===== src/rtl/upd_pkg.sv =====
`timescale 1ns / 1ps
// ----------------------------------------------------------------------------
// upd_pkg
// Shared types, constants and the hex digit decode for the percent decoder.
// ----------------------------------------------------------------------------
package upd_pkg;

    localparam logic [7:0] C_PERCENT   = 8'h25;
    localparam logic [7:0] C_PLUS      = 8'h2B;
    localparam logic [7:0] C_SPACE     = 8'h20;
    localparam logic [7:0] C_MIN_PRINT = 8'd32;
    localparam logic [7:0] C_DEL       = 8'd127;

    typedef enum logic [3:0] {
        PH_PLAIN  = 4'b0001,
        PH_DIGIT1 = 4'b0010,
        PH_DIGIT2 = 4'b0100,
        PH_ERROR  = 4'b1000
    } t_phase;

    typedef struct packed {
        logic [7:0] out_char;
        logic       char_valid;
        logic       is_end;
        logic       bad;
    } t_result;

    // {is_hex, nibble}
    function automatic logic [4:0] hex_decode(input logic [7:0] c);
        logic [4:0] r;
        r = 5'd0;
        if (c >= 8'h30 && c <= 8'h39) begin
            r = {1'b1, 4'(c - 8'h30)};
        end else if (c >= 8'h41 && c <= 8'h46) begin
            r = {1'b1, 4'(c - 8'h37)};
        end else if (c >= 8'h61 && c <= 8'h66) begin
            r = {1'b1, 4'(c - 8'h57)};
        end
        return r;
    endfunction

endpackage


===== src/rtl/upd_in_reg.sv =====
`timescale 1ns / 1ps
// ----------------------------------------------------------------------------
// upd_in_reg
// Input register: holds one raw byte request until the decoder takes it.
// ----------------------------------------------------------------------------
module upd_in_reg (
    input  logic       i_clk,
    input  logic       i_rst_n,
    input  logic       i_valid,
    output logic       o_ready,
    input  logic [7:0] i_char,
    input  logic       i_final,
    input  logic       i_take,
    output logic       o_valid,
    output logic [7:0] o_char,
    output logic       o_final
);

    logic       r_valid;
    logic [7:0] r_char;
    logic       r_final;

    assign o_ready = !r_valid || i_take;
    assign o_valid = r_valid;
    assign o_char  = r_char;
    assign o_final = r_final;

    always_ff @(posedge i_clk) begin
        if (!i_rst_n) begin
            r_valid <= 1'b0;
        end else if (o_ready) begin
            r_valid <= i_valid;
        end
    end

    always_ff @(posedge i_clk) begin
        if (o_ready && i_valid) begin
            r_char  <= i_char;
            r_final <= i_final;
        end
    end

endmodule


===== src/rtl/upd_decode.sv =====
`timescale 1ns / 1ps
// ----------------------------------------------------------------------------
// upd_decode
// Escape phase machine and hex decode; state advances on each step.
// ----------------------------------------------------------------------------
module upd_decode
    import upd_pkg::*;
(
    input  logic       i_clk,
    input  logic       i_rst_n,
    input  logic       i_step,
    input  logic [7:0] i_char,
    input  logic       i_final,
    output logic       o_has_result,
    output t_result    o_res
);

    t_phase     r_phase, n_phase;
    logic [3:0] r_upper, n_upper;

    logic [4:0] hex;
    logic [7:0] byte_val;
    logic [7:0] ch;
    logic       have_char;

    always_comb begin
        hex       = hex_decode(i_char);
        byte_val  = {r_upper, hex[3:0]};
        ch        = 8'd0;
        have_char = 1'b0;
        n_phase   = r_phase;
        n_upper   = r_upper;
        unique case (r_phase)
            PH_PLAIN: begin
                if (i_char == C_PERCENT) begin
                    n_phase = PH_DIGIT1;
                end else begin
                    ch        = (i_char == C_PLUS) ? C_SPACE : i_char;
                    have_char = 1'b1;
                end
            end
            PH_DIGIT1: begin
                if (!hex[4]) begin
                    n_phase = PH_ERROR;
                end else begin
                    n_upper = hex[3:0];
                    n_phase = PH_DIGIT2;
                end
            end
            PH_DIGIT2: begin
                if (!hex[4]) begin
                    n_phase = PH_ERROR;
                end else if (byte_val >= C_MIN_PRINT && byte_val != C_DEL) begin
                    ch        = byte_val;
                    have_char = 1'b1;
                    n_phase   = PH_PLAIN;
                end else begin
                    n_phase = PH_ERROR;
                end
            end
            PH_ERROR: begin
                n_phase = PH_ERROR;
            end
            default: begin
                n_phase = PH_ERROR;
            end
        endcase

        o_has_result     = have_char || i_final;
        o_res.out_char   = ch;
        o_res.char_valid = have_char;
        o_res.is_end     = i_final;
        o_res.bad        = i_final && (n_phase != PH_PLAIN);

        if (i_final) begin
            n_phase = PH_PLAIN;
            n_upper = 4'd0;
        end
    end

    always_ff @(posedge i_clk) begin
        if (!i_rst_n) begin
            r_phase <= PH_PLAIN;
            r_upper <= 4'd0;
        end else if (i_step) begin
            r_phase <= n_phase;
            r_upper <= n_upper;
        end
    end

endmodule


===== src/rtl/upd_out_reg.sv =====
`timescale 1ns / 1ps
// ----------------------------------------------------------------------------
// upd_out_reg
// Result register on the master side; frees itself when the result is taken.
// ----------------------------------------------------------------------------
module upd_out_reg
    import upd_pkg::*;
(
    input  logic    i_clk,
    input  logic    i_rst_n,
    input  logic    i_load,
    input  t_result i_res,
    output logic    o_free,
    input  logic    i_ready,
    output logic    o_valid,
    output t_result o_res
);

    logic    r_valid;
    t_result r_res;

    assign o_free  = !r_valid || i_ready;
    assign o_valid = r_valid;
    assign o_res   = r_res;

    always_ff @(posedge i_clk) begin
        if (!i_rst_n) begin
            r_valid <= 1'b0;
        end else if (i_load) begin
            r_valid <= 1'b1;
        end else if (i_ready) begin
            r_valid <= 1'b0;
        end
    end

    always_ff @(posedge i_clk) begin
        if (i_load) begin
            r_res <= i_res;
        end
    end

endmodule


===== src/rtl/url_percent_decoder_unit.sv =====
// ----------------------------------------------------------------------------
// url_percent_decoder_unit
// Streaming URL percent decoder, one raw byte per request.
// Path: input request -> input reg -> phase machine -> result reg.
// Throughput: 1 byte per cycle unless a byte with a result waits on a stalled sink.
// Reset: synchronous active low; clears both stages and returns to plain text.
// ----------------------------------------------------------------------------
`timescale 1ns / 1ps
module url_percent_decoder_unit
    import upd_pkg::*;
(
    input  logic       i_clk,
    input  logic       i_rst_n,
    input  logic       s_axis_tvalid,
    output logic       s_axis_tready,
    input  logic [7:0] s_axis_tdata,  // [7:0] in_char
    input  logic       s_axis_tlast,  // in_final
    output logic       m_axis_tvalid,
    input  logic       m_axis_tready,
    output logic [7:0] m_axis_tdata,  // [7:0] out_char
    output logic [1:0] m_axis_tuser,  // [0] out_char_valid, [1] out_bad
    output logic       m_axis_tlast   // out_end
);

    logic       in_valid;
    logic [7:0] in_char;
    logic       in_final;
    logic       step;
    logic       has_result;
    logic       out_free;
    t_result    dec_res;
    t_result    out_res;

    assign step = in_valid && (!has_result || out_free);

    upd_in_reg u_in (
        .i_clk   (i_clk),
        .i_rst_n (i_rst_n),
        .i_valid (s_axis_tvalid),
        .o_ready (s_axis_tready),
        .i_char  (s_axis_tdata),
        .i_final (s_axis_tlast),
        .i_take  (step),
        .o_valid (in_valid),
        .o_char  (in_char),
        .o_final (in_final)
    );

    upd_decode u_dec (
        .i_clk        (i_clk),
        .i_rst_n      (i_rst_n),
        .i_step       (step),
        .i_char       (in_char),
        .i_final      (in_final),
        .o_has_result (has_result),
        .o_res        (dec_res)
    );

    upd_out_reg u_out (
        .i_clk   (i_clk),
        .i_rst_n (i_rst_n),
        .i_load  (step && has_result),
        .i_res   (dec_res),
        .o_free  (out_free),
        .i_ready (m_axis_tready),
        .o_valid (m_axis_tvalid),
        .o_res   (out_res)
    );

    assign m_axis_tdata = out_res.out_char;
    assign m_axis_tuser = {out_res.bad, out_res.char_valid};
    assign m_axis_tlast = out_res.is_end;

endmodule


===== config.mk =====
export PLATFORM = sky130hd
export DESIGN_NAME = url_percent_decoder_unit
export DESIGN_NICKNAME = d
export VERILOG_FILES = /design/src/rtl/upd_pkg.sv /design/src/rtl/upd_in_reg.sv /design/src/rtl/upd_decode.sv /design/src/rtl/upd_out_reg.sv /design/src/rtl/url_percent_decoder_unit.sv
export SDC_FILE = /design/constraint.sdc
export NUM_CORES = 1
export LEC_CHECK = 0
export BUFFER_PORTS_ARGS = -buffer_cell sky130_fd_sc_hd__buf_2
export CAP_MARGIN = 20
export CORE_MARGIN = 2
export CORE_UTILIZATION = 45
export CTS_BUF_LIST = sky130_fd_sc_hd__clkbuf_2
export DETAILED_ROUTE_END_ITERATION = 8
export PLACE_DENSITY = 0.69
export SYNTH_ARGS = -nofsm -noshare
export SYNTH_HDL_FRONTEND = slang
export SYNTH_SLANG_ARGS = --single-unit

===== constraint.sdc =====
create_clock -name i_clk -period 2.7 [get_ports i_clk]
set_input_delay 0.135 -clock i_clk [delete_from_list [all_inputs] [get_ports i_clk]]
set_output_delay 0.135 -clock i_clk [all_outputs]
set_load 0.01 [all_outputs]

Word-level counts from Yosys, hierarchy flattened:

Cells that the tools add are included.

* bits in registers: 30
* input bits: 13
* output and inout port bits: 13

* add/subtract/negate cells: 3
* $lt $le $gt $ge: 7
* eq/ne operators: 7
* mux-type cells: 23
* reductions and logical operators: 19

Operators with widths (count)
* 4-bit two-way mux: 8
* 8-bit two-way mux: 4
* 8-bit by 6-bit equality test with 1-bit output (second input constant): 2
* 8-bit by 6-bit greater-or-equal comparator with 1-bit output (second input constant): 2
* 8-bit by 7-bit greater-or-equal comparator with 1-bit output (second input constant): 2
* 8-bit by 7-bit less-or-equal comparator with 1-bit output (second input constant): 2
* 8-bit one-hot mux with 2 select lines: 1
* 5-bit two-way mux: 3
* 4-bit one-hot mux with 3 select lines: 1
* 8-bit by 6-bit less-or-equal comparator with 1-bit output (second input constant): 1
* 1-bit logical AND: 8
* 8-bit by 7-bit != test with 1-bit output (second input constant): 1
* 4-bit by 3-bit subtractor with 4-bit output (second input constant): 2
* 2-bit nonzero test: 3
* 1-bit two-way mux: 5
* 4-bit by 1-bit equality test with 1-bit output (second input constant): 1
* 4-bit by 2-bit equality test with 1-bit output (second input constant): 1
* 4-bit by 3-bit equality test with 1-bit output (second input constant): 1
* 1-bit logical OR: 4
* 4-bit by 1-bit != test with 1-bit output (second input constant): 1
* 4-bit by 1-bit subtractor with 4-bit output (second input constant): 1
* 1-bit logical NOT: 3
* 3-bit AND reduction: 1
* 1-bit one-hot mux with 2 select lines: 1

Depth between registers and ports, before layout:

Gate-level depths: netlist of run 1.

* word-level depth: 16
* gate-level depth with buffers: 9
* gate-level depth less buffers: 8

Modules after synthesis:

Synthesis of run 1 repeated with hierarchy kept, for this count alone.

* cell total of the unflattened synthesis: 140
* area total of the unflattened synthesis: 1605.3 sq um

Modules (own cells, without submodules)
* upd_decode: times used 1, cells an instance 108, area an instance 879.6 sq um, sequential area each 160.2 sq um
* upd_out_reg: times used 1, cells an instance 15, area an instance 379.1 sq um, sequential area each 350.3 sq um
* upd_in_reg: times used 1, cells an instance 14, area an instance 327.8 sq um, sequential area each 290.3 sq um
* url_percent_decoder_unit: times used 1, cells an instance 3, area an instance 18.8 sq um, sequential area each 0.0 sq um

Worst setup path after synthesis of run 1:

Ideal clock, no wire load.

* kind: register to register
* start point: register u_in.r_char[0] (netlist: u_in.o_char[0])
* end point: register u_in.r_char[0] (netlist: u_in.o_char[0]), enable pin
* data arrival time: 2.534 ns
* setup slack: -0.214 ns
* stages on the path, launching flop included: 10
* period minus slack after synthesis: 2.914 ns
* cell sequence: edfxtp_1 inv_1 ha_1 nor3b_1 nor3_4 o21a_1 o31ai_1 buf_2 nand2_1 a31oi_1

* cells in the longest elaborated chain, start to end: 16
* elaborated cells between the ends (all ways): 29

RTL lines
* start, declared: RTL line upd_in_reg.sv:20 `logic [7:0] r_char;`
* start signal, assigned: RTL line upd_in_reg.sv:38 `r_char <= i_char;`
* 8-bit by 7-bit greater-or-equal comparator with 1-bit output or 8-bit by 7-bit less-or-equal comparator with 1-bit output (tied branches): RTL line upd_pkg.sv:36 `end else if (c >= 8'h61 && c <= 8'h66) begin`
* 1-bit logical AND: RTL line upd_pkg.sv:36
* 5-bit two-way mux: RTL line upd_pkg.sv:36
* 5-bit two-way mux: RTL line upd_pkg.sv:34 `end else if (c >= 8'h41 && c <= 8'h46) begin`
* 5-bit two-way mux: RTL line upd_pkg.sv:32 `if (c >= 8'h30 && c <= 8'h39) begin`
* 8-bit by 6-bit greater-or-equal comparator with 1-bit output or 8-bit by 7-bit != test with 1-bit output (tied branches): RTL line upd_decode.sv:53 `end else if (byte_val >= C_MIN_PRINT && byte_val != C_DEL) begin`
* 1-bit logical AND: RTL line upd_decode.sv:53
* 1-bit two-way mux: RTL line upd_decode.sv:53
* 1-bit two-way mux: RTL line upd_decode.sv:51 `if (!hex[4]) begin`
* 1-bit one-hot mux with 2 select lines (*): RTL line upd_decode.sv:33 `unique case (r_phase)`
* 1-bit logical OR (*): RTL line upd_decode.sv:69 `o_has_result = have_char || i_final;`
* 1-bit logical NOT (*): RTL line url_percent_decoder_unit.sv:34 `assign step = in_valid && (!has_result || out_free);`
* 1-bit logical OR (*): RTL line url_percent_decoder_unit.sv:34
* 1-bit logical AND (*): RTL line url_percent_decoder_unit.sv:34
* 1-bit logical OR (*): RTL line upd_in_reg.sv:23 `assign o_ready = !r_valid || i_take;`
* 1-bit logical AND (*): RTL line upd_in_reg.sv:37 `if (o_ready && i_valid) begin`

Every way passes the cells marked *; elsewhere a longest branch is shown, timed or not.
A chain may end at the register's enable or synchronous reset.

Final worst setup path of run 1:

* start point: register u_in.r_char[7] (netlist: u_in.o_char[7])
* end point: register u_out.r_res (netlist bit u_out.o_res[8]), enable pin

* cells in the longest elaborated chain, start to end: 15
* elaborated cells between the ends (all ways): 25

RTL lines
* 8-bit by 7-bit greater-or-equal comparator with 1-bit output or 8-bit by 7-bit less-or-equal comparator with 1-bit output (tied branches): RTL line upd_pkg.sv:36
* 1-bit logical AND: RTL line upd_pkg.sv:36
* 5-bit two-way mux: RTL line upd_pkg.sv:36
* 5-bit two-way mux: RTL line upd_pkg.sv:34
* 5-bit two-way mux: RTL line upd_pkg.sv:32
* 8-bit by 6-bit greater-or-equal comparator with 1-bit output or 8-bit by 7-bit != test with 1-bit output (tied branches): RTL line upd_decode.sv:53
* 1-bit logical AND: RTL line upd_decode.sv:53
* 1-bit two-way mux: RTL line upd_decode.sv:53
* 1-bit two-way mux: RTL line upd_decode.sv:51
* 1-bit one-hot mux with 2 select lines (*): RTL line upd_decode.sv:33
* 1-bit logical OR (*): RTL line upd_decode.sv:69
* 1-bit logical NOT: RTL line url_percent_decoder_unit.sv:34
* 1-bit logical OR: RTL line url_percent_decoder_unit.sv:34
* 1-bit logical AND: RTL line url_percent_decoder_unit.sv:34
* 1-bit logical AND (*): RTL line url_percent_decoder_unit.sv:62 `.i_load (step && has_result),`
* via u_out.i_load: RTL line upd_out_reg.sv:11 `input logic i_load,`
* end signal, assigned: RTL line upd_out_reg.sv:38 `r_res <= i_res;`
* end, declared: RTL line upd_out_reg.sv:20 `t_result r_res;`

Mark *: on every way through the listed nets, which the timed path passes. The rest lies on a longest branch.

==> impl_metrics.csv, run 1 <==
group,metric,value,unit
run_status,status,"finished, violations left",
run_status,violations,"negative setup slack",
routing,post-route-drc-count,0,
global_route,antenna_found_initial,0,
sta,final-hold-violation-count,0,
global_route,grt_max_degree,12,
clock_network,clockBufferDepth,2,
setup_path,slowest_delay,0.58,ns
sta,tightestPinTransition,0.611,ns
hold_path,hold_class,"input pin to flip-flop",
cells_and_area,mostFrequentLayoutCells,"24 x buf_2, 20 x edfxtp_1, 14 x buf_4, 12 x nand2_1",
setup_path,slowest_stage,"or4b_4",
sta,setup_violations,21,
sta,min_period_over_period,103,%
sta,fin_tns_setup,-0.759,ns
yosys,syn_avg_cell_area,10.8,sq um
clock_network,clkSinkCount,30,
power,p_leak,0.773,nW
cells_and_area,multiInputGateArea,724,sq um
placed_design,hpwlAfterDp,2410,um
power,switchingPower,231,uW
sta,layout_setup_ws,-0.0738,ns
floorplan,rows,20,
clock_network,cts_root_buf,"clkbuf_2",
yosys,yosysWarnings,0,
floorplan,core_area,0.00310,sq mm
cells_and_area,regArea,801,sq um
global_route,grt-ovfl-total,0,
global_route,track_usage,20.9,%
routing,routed_wl,3470,um
floorplan,ios,26,
setup_path,worstPathRequired,2.80,ns
yosys,synth.cell_area,0.00149,sq mm
routing,dr.pass1.iters,4,
clock_network,cts_tree,"built",
power,peakVddDrop,268,uV
setup_path,path_buf_inv,0,
sta,whs,0.0529,ns
floorplan,die-area,0.00379,sq mm
routing,avgViaCountPerCell,5.53,
yosys,synth_cell_type_count,44,
placed_design,port_buffers,25,
yosys,synth_cells,138,
cells_and_area,area_growth,35.0,%
cells_and_area,num-fill-cells,253,
routing,vias,1305,
setup_path,cp_max_fo,11,
setup_path,critPathArrivalTime,2.88,ns
power,p_sw_share,24.5,%
power,powerDensity,469,mW/mm^2
floorplan,die_h,61.6,um
global_route,grt_pass1_vias,1227,
sta,skew,0.0180,ns
clock_network,htree_levels,2,
job,maxCapViolCount,0,
setup_path,cp_top_family,"simple AND/OR/NAND/NOR gates",
cells_and_area,insertedDiodeCount,0,
placed_design,dp_slack,0.0115,ns
yosys,synth_edf_count,20,
setup_path,path_class,"flip-flop to flip-flop",
cells_and_area,layout_commonest_cell,"buf_2",
cells_and_area,nets,207,
placed_design,gp_congestion,0.849,
floorplan,start_util,48.1,%
clock_network,clkTransAtPathRegs,0.15,ns
sta,fin_crit,2.77,ns
sta,drv_slew,0,
yosys,synth_flop_cell,"edfxtp_1",
clock_network,cts_made_buffers,5,
power,internal-power,714,uW
clock_network,clock_latency,0.39,ns
routing,postRouteAntennaNets,0,
power,clockPowerShare,33.4,%
cells_and_area,drive_gt1_share,34.9,%
sta,slew_headroom,58.7,%
sta,rsz0062_at_grt,"yes",
yosys,async_flop_share,0,%
power,combPwrFrac,11.5,%
setup_path,crit_chain,"or4b_4, nor3_1, o22ai_2, o31a_1, a21oi_1, and2_4",
routing,drtIter0Drc,57,
global_route,grt_pass1_wl,5550,um
setup_path,r2r_slack,-0.07,ns
floorplan,die_w,61.6,um
power,seqPwrFrac,55.1,%
yosys,syn_nets,154,
yosys,ys_seq_area_share,53.7,%
setup_path,crit_path_start_kind,"flip-flop",
setup_path,worstSetupEndpointType,"flip-flop",
routing,routedWlPerCell,14.7,um
sta,max_freq,361,MHz
yosys,synth_seq_cells,30,
[per-layer routing]
layer	vias up	wire (um)	global-route usage (%)
met1	608	1440	24.3
met5	-	0	0
met3	12	237	5.67
met4	0	95	12.8
li1	639	-	-
met2	46	1700	34.3
[power by group through the flow]
stage               registers (mW)  clock network [mW]  logic [mW]
floorplan                    0.534                   0      0.0468
global placement             0.530                   0      0.0857
detailed placement           0.531                   0      0.0878
CTS                          0.520               0.319       0.101
global route                 0.523               0.340       0.120
finish                       0.521               0.316       0.109
[logic make-up (layout without fill, tap and decap cells)]
kind of cell	after synthesis	in the layout	share of synthesized area, %
adder cells (fa/ha/maj)	3	3	2.52
AO/OA/AOI/OAI	44	44	20.0
buffers and inverters	13	67	3.36
flip-flops	30	30	53.7
multiplexers	1	1	0.671
AND/OR/NAND/NOR	47	47	19.8
[area by class of cell]
type                            instances  share of cell area [%]
Tap cell                               44                    2.73
Sequential cell                        30                    39.8
Multi-Input combinational cell         95                    36.0
Clock inverter                          3                    1.99
Timing Repair Buffer                   48                    16.2
Inverter                               11                    2.05
Clock buffer                            5                    1.24
[cell usage after synthesis, types with 4 or more instances]
master	n	area [sq um]
o21ai_0	12	60.1
nor2_1	7	26.3
edfxtp_1	20	601
inv_1	11	41.3
o22ai_1	7	43.8
nand2_1	13	48.8
dfxtp_1	10	200
a21oi_1	4	20.0
[through the flow]
step           util (%)  instances  power, mW  area, sq um
6_report           64.9        236      0.945         2010
5_1_grt            64.9        236      0.983         2010
4_1_cts            62.9        236      0.939         1950
3_5_place_dp       57.2        217      0.618         1770
3_3_place_gp       57.2        217      0.616         1770
2_1_floorplan         -        138      0.580         1510
[worst reg2reg max path, delay by kind of cell (launching register included)]
kind / cells / cell delay (ns)
and+or+nand+nor: 3 / 1.25
AOI/OAI and AO/OA: 3 / 0.80
DFF: 1 / 0.44
[sequential cells by signal, summed over array words and instances, names as in the netlist]
signal and flops:
u_in.o_final 1, u_dec.r_phase 4, u_in.o_char 8, u_in.o_valid 1, u_out.o_valid 1, u_out.o_res 11
u_dec.r_upper 4
[worst paths after layout]
| path | depth (start not counted) | from | endpoint |
|---|---|---|---|
| min | 2 | i_rst_n | u_dec.r_phase[3] |
| min reg2reg | 2 | u_dec.r_upper[0] | u_dec.r_upper[0] |
| max | 6 | u_in.o_char[7] | u_out.o_res[8] |
| max reg2reg | 6 | u_in.o_char[7] | u_out.o_res[8] |
[repair_timing]
action,in CTS,in global routing
hold endpoints to repair,9,0
pin swaps,1,7
cloned,0,0
endpoints found under the setup margin,21,23
resized for setup,2,13
setup buffers,2,0
hold buffers,9,0
No activity file was read; power rests on OpenSTA's default activity.
==> run 2, diff against run 1 <==
- PLACE_DENSITY: 0.69 -> 0.66
- SYNTH_HIERARCHICAL: default -> 1
- clock period: 2.7 -> 3.4 ns (I/O delays scaled with it)
==> impl_metrics.csv, run 2 <==
group,metric,value,unit
run_status,status,"completed",
yosys,muxShareOfSynthArea,0.701,%
setup_path,worstPathRequired,3.72,ns
placed_design,port_buffers,25,
routing,avgViaCountPerCell,5.65,
yosys,syn_avg_cell_area,11.5,sq um
yosys,syn_nets,156,
global_route,grt_pass1_wl,5570,um
placed_design,hpwlAfterDp,2520,um
hold_path,min_from,"m_axis_tready",
yosys,ys_seq_area_share,49.9,%
sta,fin_tns_setup,0,ns
cells_and_area,insertedDiodeCount,0,
yosys,synthTopCellsByArea,"edfxtp_1 37%, dfxtp_1 12%, a21boi_0 2.8%",
yosys,synth_cells,140,
hold_path,hold_class,"input pin to flip-flop",
clock_network,clkTransAtPathRegs,0.14,ns
global_route,top_usage_layer,"met2",
floorplan,die_h,63.7,um
setup_path,crit_path_start_kind,"flip-flop",
global_route,grtUsageMet3,6.79,%
yosys,synthSimpleGateAreaFrac,21.0,%
yosys,async_flop_share,0,%
yosys,yosysWarnings,6,
placed_design,gp_congestion,0.911,
setup_path,worstSetupEndpointType,"flip-flop",
global_route,grt_use_met2,31.3,%
sta,slew_headroom,22.5,%
global_route,grt-ovfl-total,0,
placed_design,dpl_cell_area,0.00177,sq mm
setup_path,critPathArrivalTime,3.56,ns
clock_network,cts_tree,"built",
setup_path,r2r_cells,13,
hold_path,hold_end,"u_out/o_valid",
routing,drtIter0Drc,79,
setup_path,cp_max_fo,9,
cells_and_area,num-fill-cells,314,
setup_path,startpoint,"u_in/o_char[0]",
sta,layout_setup_ws,0.162,ns
floorplan,ios,26,
cells_and_area,nets,203,
sta,max_freq,309,MHz
floorplan,start_util,47.4,%
yosys,synth_xor_area_share,0.546,%
power,p_leak,0.775,nW
sta,setup_violations,0,
yosys,yosysTopAreaCell,"edfxtp_1",
routing,dr.pass1.iters,4,
yosys,yosysMostFrequentCell,"edfxtp_1",
clock_network,htree_levels,2,
yosys,synth_seq_cells,30,
global_route,antenna_found_initial,0,
yosys,synth_edf_count,20,
yosys,synth_compound_area_share,20.7,%
power,powerDensity,346,mW/mm^2
cells_and_area,area_growth,22.4,%
yosys,synth_top_area_share,37.4,%
routing,routedWlPerCell,15.2,um
yosys,netlist_top_cells_count,"20 x edfxtp_1, 10 x dfxtp_1, 9 x inv_1",
cells_and_area,multiInputGateArea,728,sq um
routing,postRouteAntennaNets,0,
yosys,synth_flop_cell,"edfxtp_1",
power,peakVddDrop,197,uV
cells_and_area,layout_commonest_cell,"buf_2",
cells_and_area,fin_area,0.00196,sq mm
setup_path,r2r-start,"u_in/o_char[0]",
floorplan,rows,21,
global_route,track_usage,18.7,%
job,maxCapViolCount,0,
hold_path,whs_path_depth,3,
placed_design,dp_slack,0.136,ns
sta,drv_slew,0,
sta,tightestPinTransition,1.15,ns
floorplan,die-area,0.00406,sq mm
cells_and_area,drive_gt1_share,31.9,%
clock_network,clockBufferDepth,2,
cells_and_area,largest_reg_flops,11,
setup_path,path_class,"flip-flop to flip-flop",
routing,vias,1323,
floorplan,die_w,63.7,um
clock_network,cts_made_buffers,5,
routing,post-route-drc-count,0,
clock_network,cts_root_buf,"clkbuf_2",
routing,routed_wl,3560,um
sta,fin_crit,3.24,ns
global_route,grt_pass1_vias,1193,
sta,skew,0.00923,ns
yosys,yosys.area_share.adder,2.34,%
cells_and_area,regArea,801,sq um
sta,final-hold-violation-count,0,
global_route,grt_use_met1,21.5,%
cells_and_area,mostFrequentLayoutCells,"25 x buf_2, 20 x edfxtp_1, 11 x buf_4, 10 x dlygate4sd3_1, 10 x dfxtp_1",
clock_network,clkSinkCount,30,
clock_network,clock_latency,0.36,ns
yosys,synth_cell_type_count,50,
yosys,synth.cell_area,0.00161,sq mm
global_route,grt_max_degree,14,
yosys,synth_top_family_by_area,"simple AND/OR/NAND/NOR gates",
setup_path,rr_endpoint,"u_dec/r_phase[3]",
setup_path,r2r_slack,0.16,ns
floorplan,core_area,0.00339,sq mm
sta,min_period_over_period,95.2,%
[run 2: cell types whose count changed after synthesis, sizes merged, moves of 4 or more]
cell / previous run / this run
a22o: 1 / 6
buf: 1 / 5
o22ai: 7 / 1
nand4: 0 / 4
a21boi: 0 / 9
nand2: 13 / 7
o21ai: 13 / 7
[run 2: timing repair]
item | in CTS | in global routing
setup endpoints to repair | 0 | 7
hold buffers | 9 | 1
setup buffers | 0 | 7
hold endpoints to repair | 9 | 1
gates resized for setup | 0 | 2
[run 2: logic make-up (layout without fill, tap and decap cells)]
group           Yosys count  in the layout
fa+ha+maj                 3              3
xor+xnor                  1              1
simple gates             49             49
flops                    30             30
mux                       1              1
buf+inv                  15             63
compound gates           41             41
[run 2: power by group]
| part | internal, mW | switching [mW] | leakage [nW] |
|---|---|---|---|
| clock | 0.0437 | 0.115 | 0.0255 |
| combinational | 0.0513 | 0.0510 | 0.481 |
| sequential | 0.408 | 0.0113 | 0.269 |
[run 2: through the flow]
step / cells / total power, mW / hold WS, ns / utilization (%)
2_1_floorplan: 140 / 0.484 / 0.269 / -
3_3_place_gp: 209 / 0.513 / 0.347 / 52.3
3_5_place_dp: 209 / 0.513 / 0.348 / 52.3
4_1_cts: 226 / 0.676 / 0.0292 / 56.0
5_1_grt: 234 / 0.718 / 0.0342 / 58.0
6_report: 234 / 0.680 / 0.0790 / 58.0
[run 2: worst max-delay path by stage]
stage | to | slack, ns
after global placement | u_dec/r_phase[3] | 0.15
after floorplan | u_dec/r_phase[0] | 0.30
after CTS | u_dec/r_phase[3] | 0.1
final | u_dec/r_phase[3] | 0.16
after detailed placement | u_dec/r_phase[3] | 0.14
after global routing | u_dec/r_phase[3] | -0.02
[run 2: final cells by class]
type	instances	share of cell area, %
inverter	9	1.72
tap	46	2.93
clock inverter	3	0.573
multi-input combinational	95	37.1
clock buffer	5	1.27
sequential	30	40.8
timing repair buffer	46	15.7
[run 2: routing by layer]
| layer | vias up | part of all wire [%] |
|---|---|---|
| met4 | 0 | 2.3 |
| li1 | 638 | - |
| met3 | 11 | 6.4 |
| met5 | - | 0 |
| met2 | 60 | 50 |
| met1 | 614 | 41 |
[run 2: critical path: stages (launching register included)]
cell,delay [ns]
edfxtp_1,0.47
inv_1,0.12
ha_1,0.25
nor3b_1,0.16
or2_4,0.27
nand3b_1,0.18
o211a_1,0.25
or3_1,0.36
a21boi_1,0.19
inv_1,0.17
nor2_2,0.20
nand3_1,0.10
a211oi_1,0.33
a311o_1,0.16
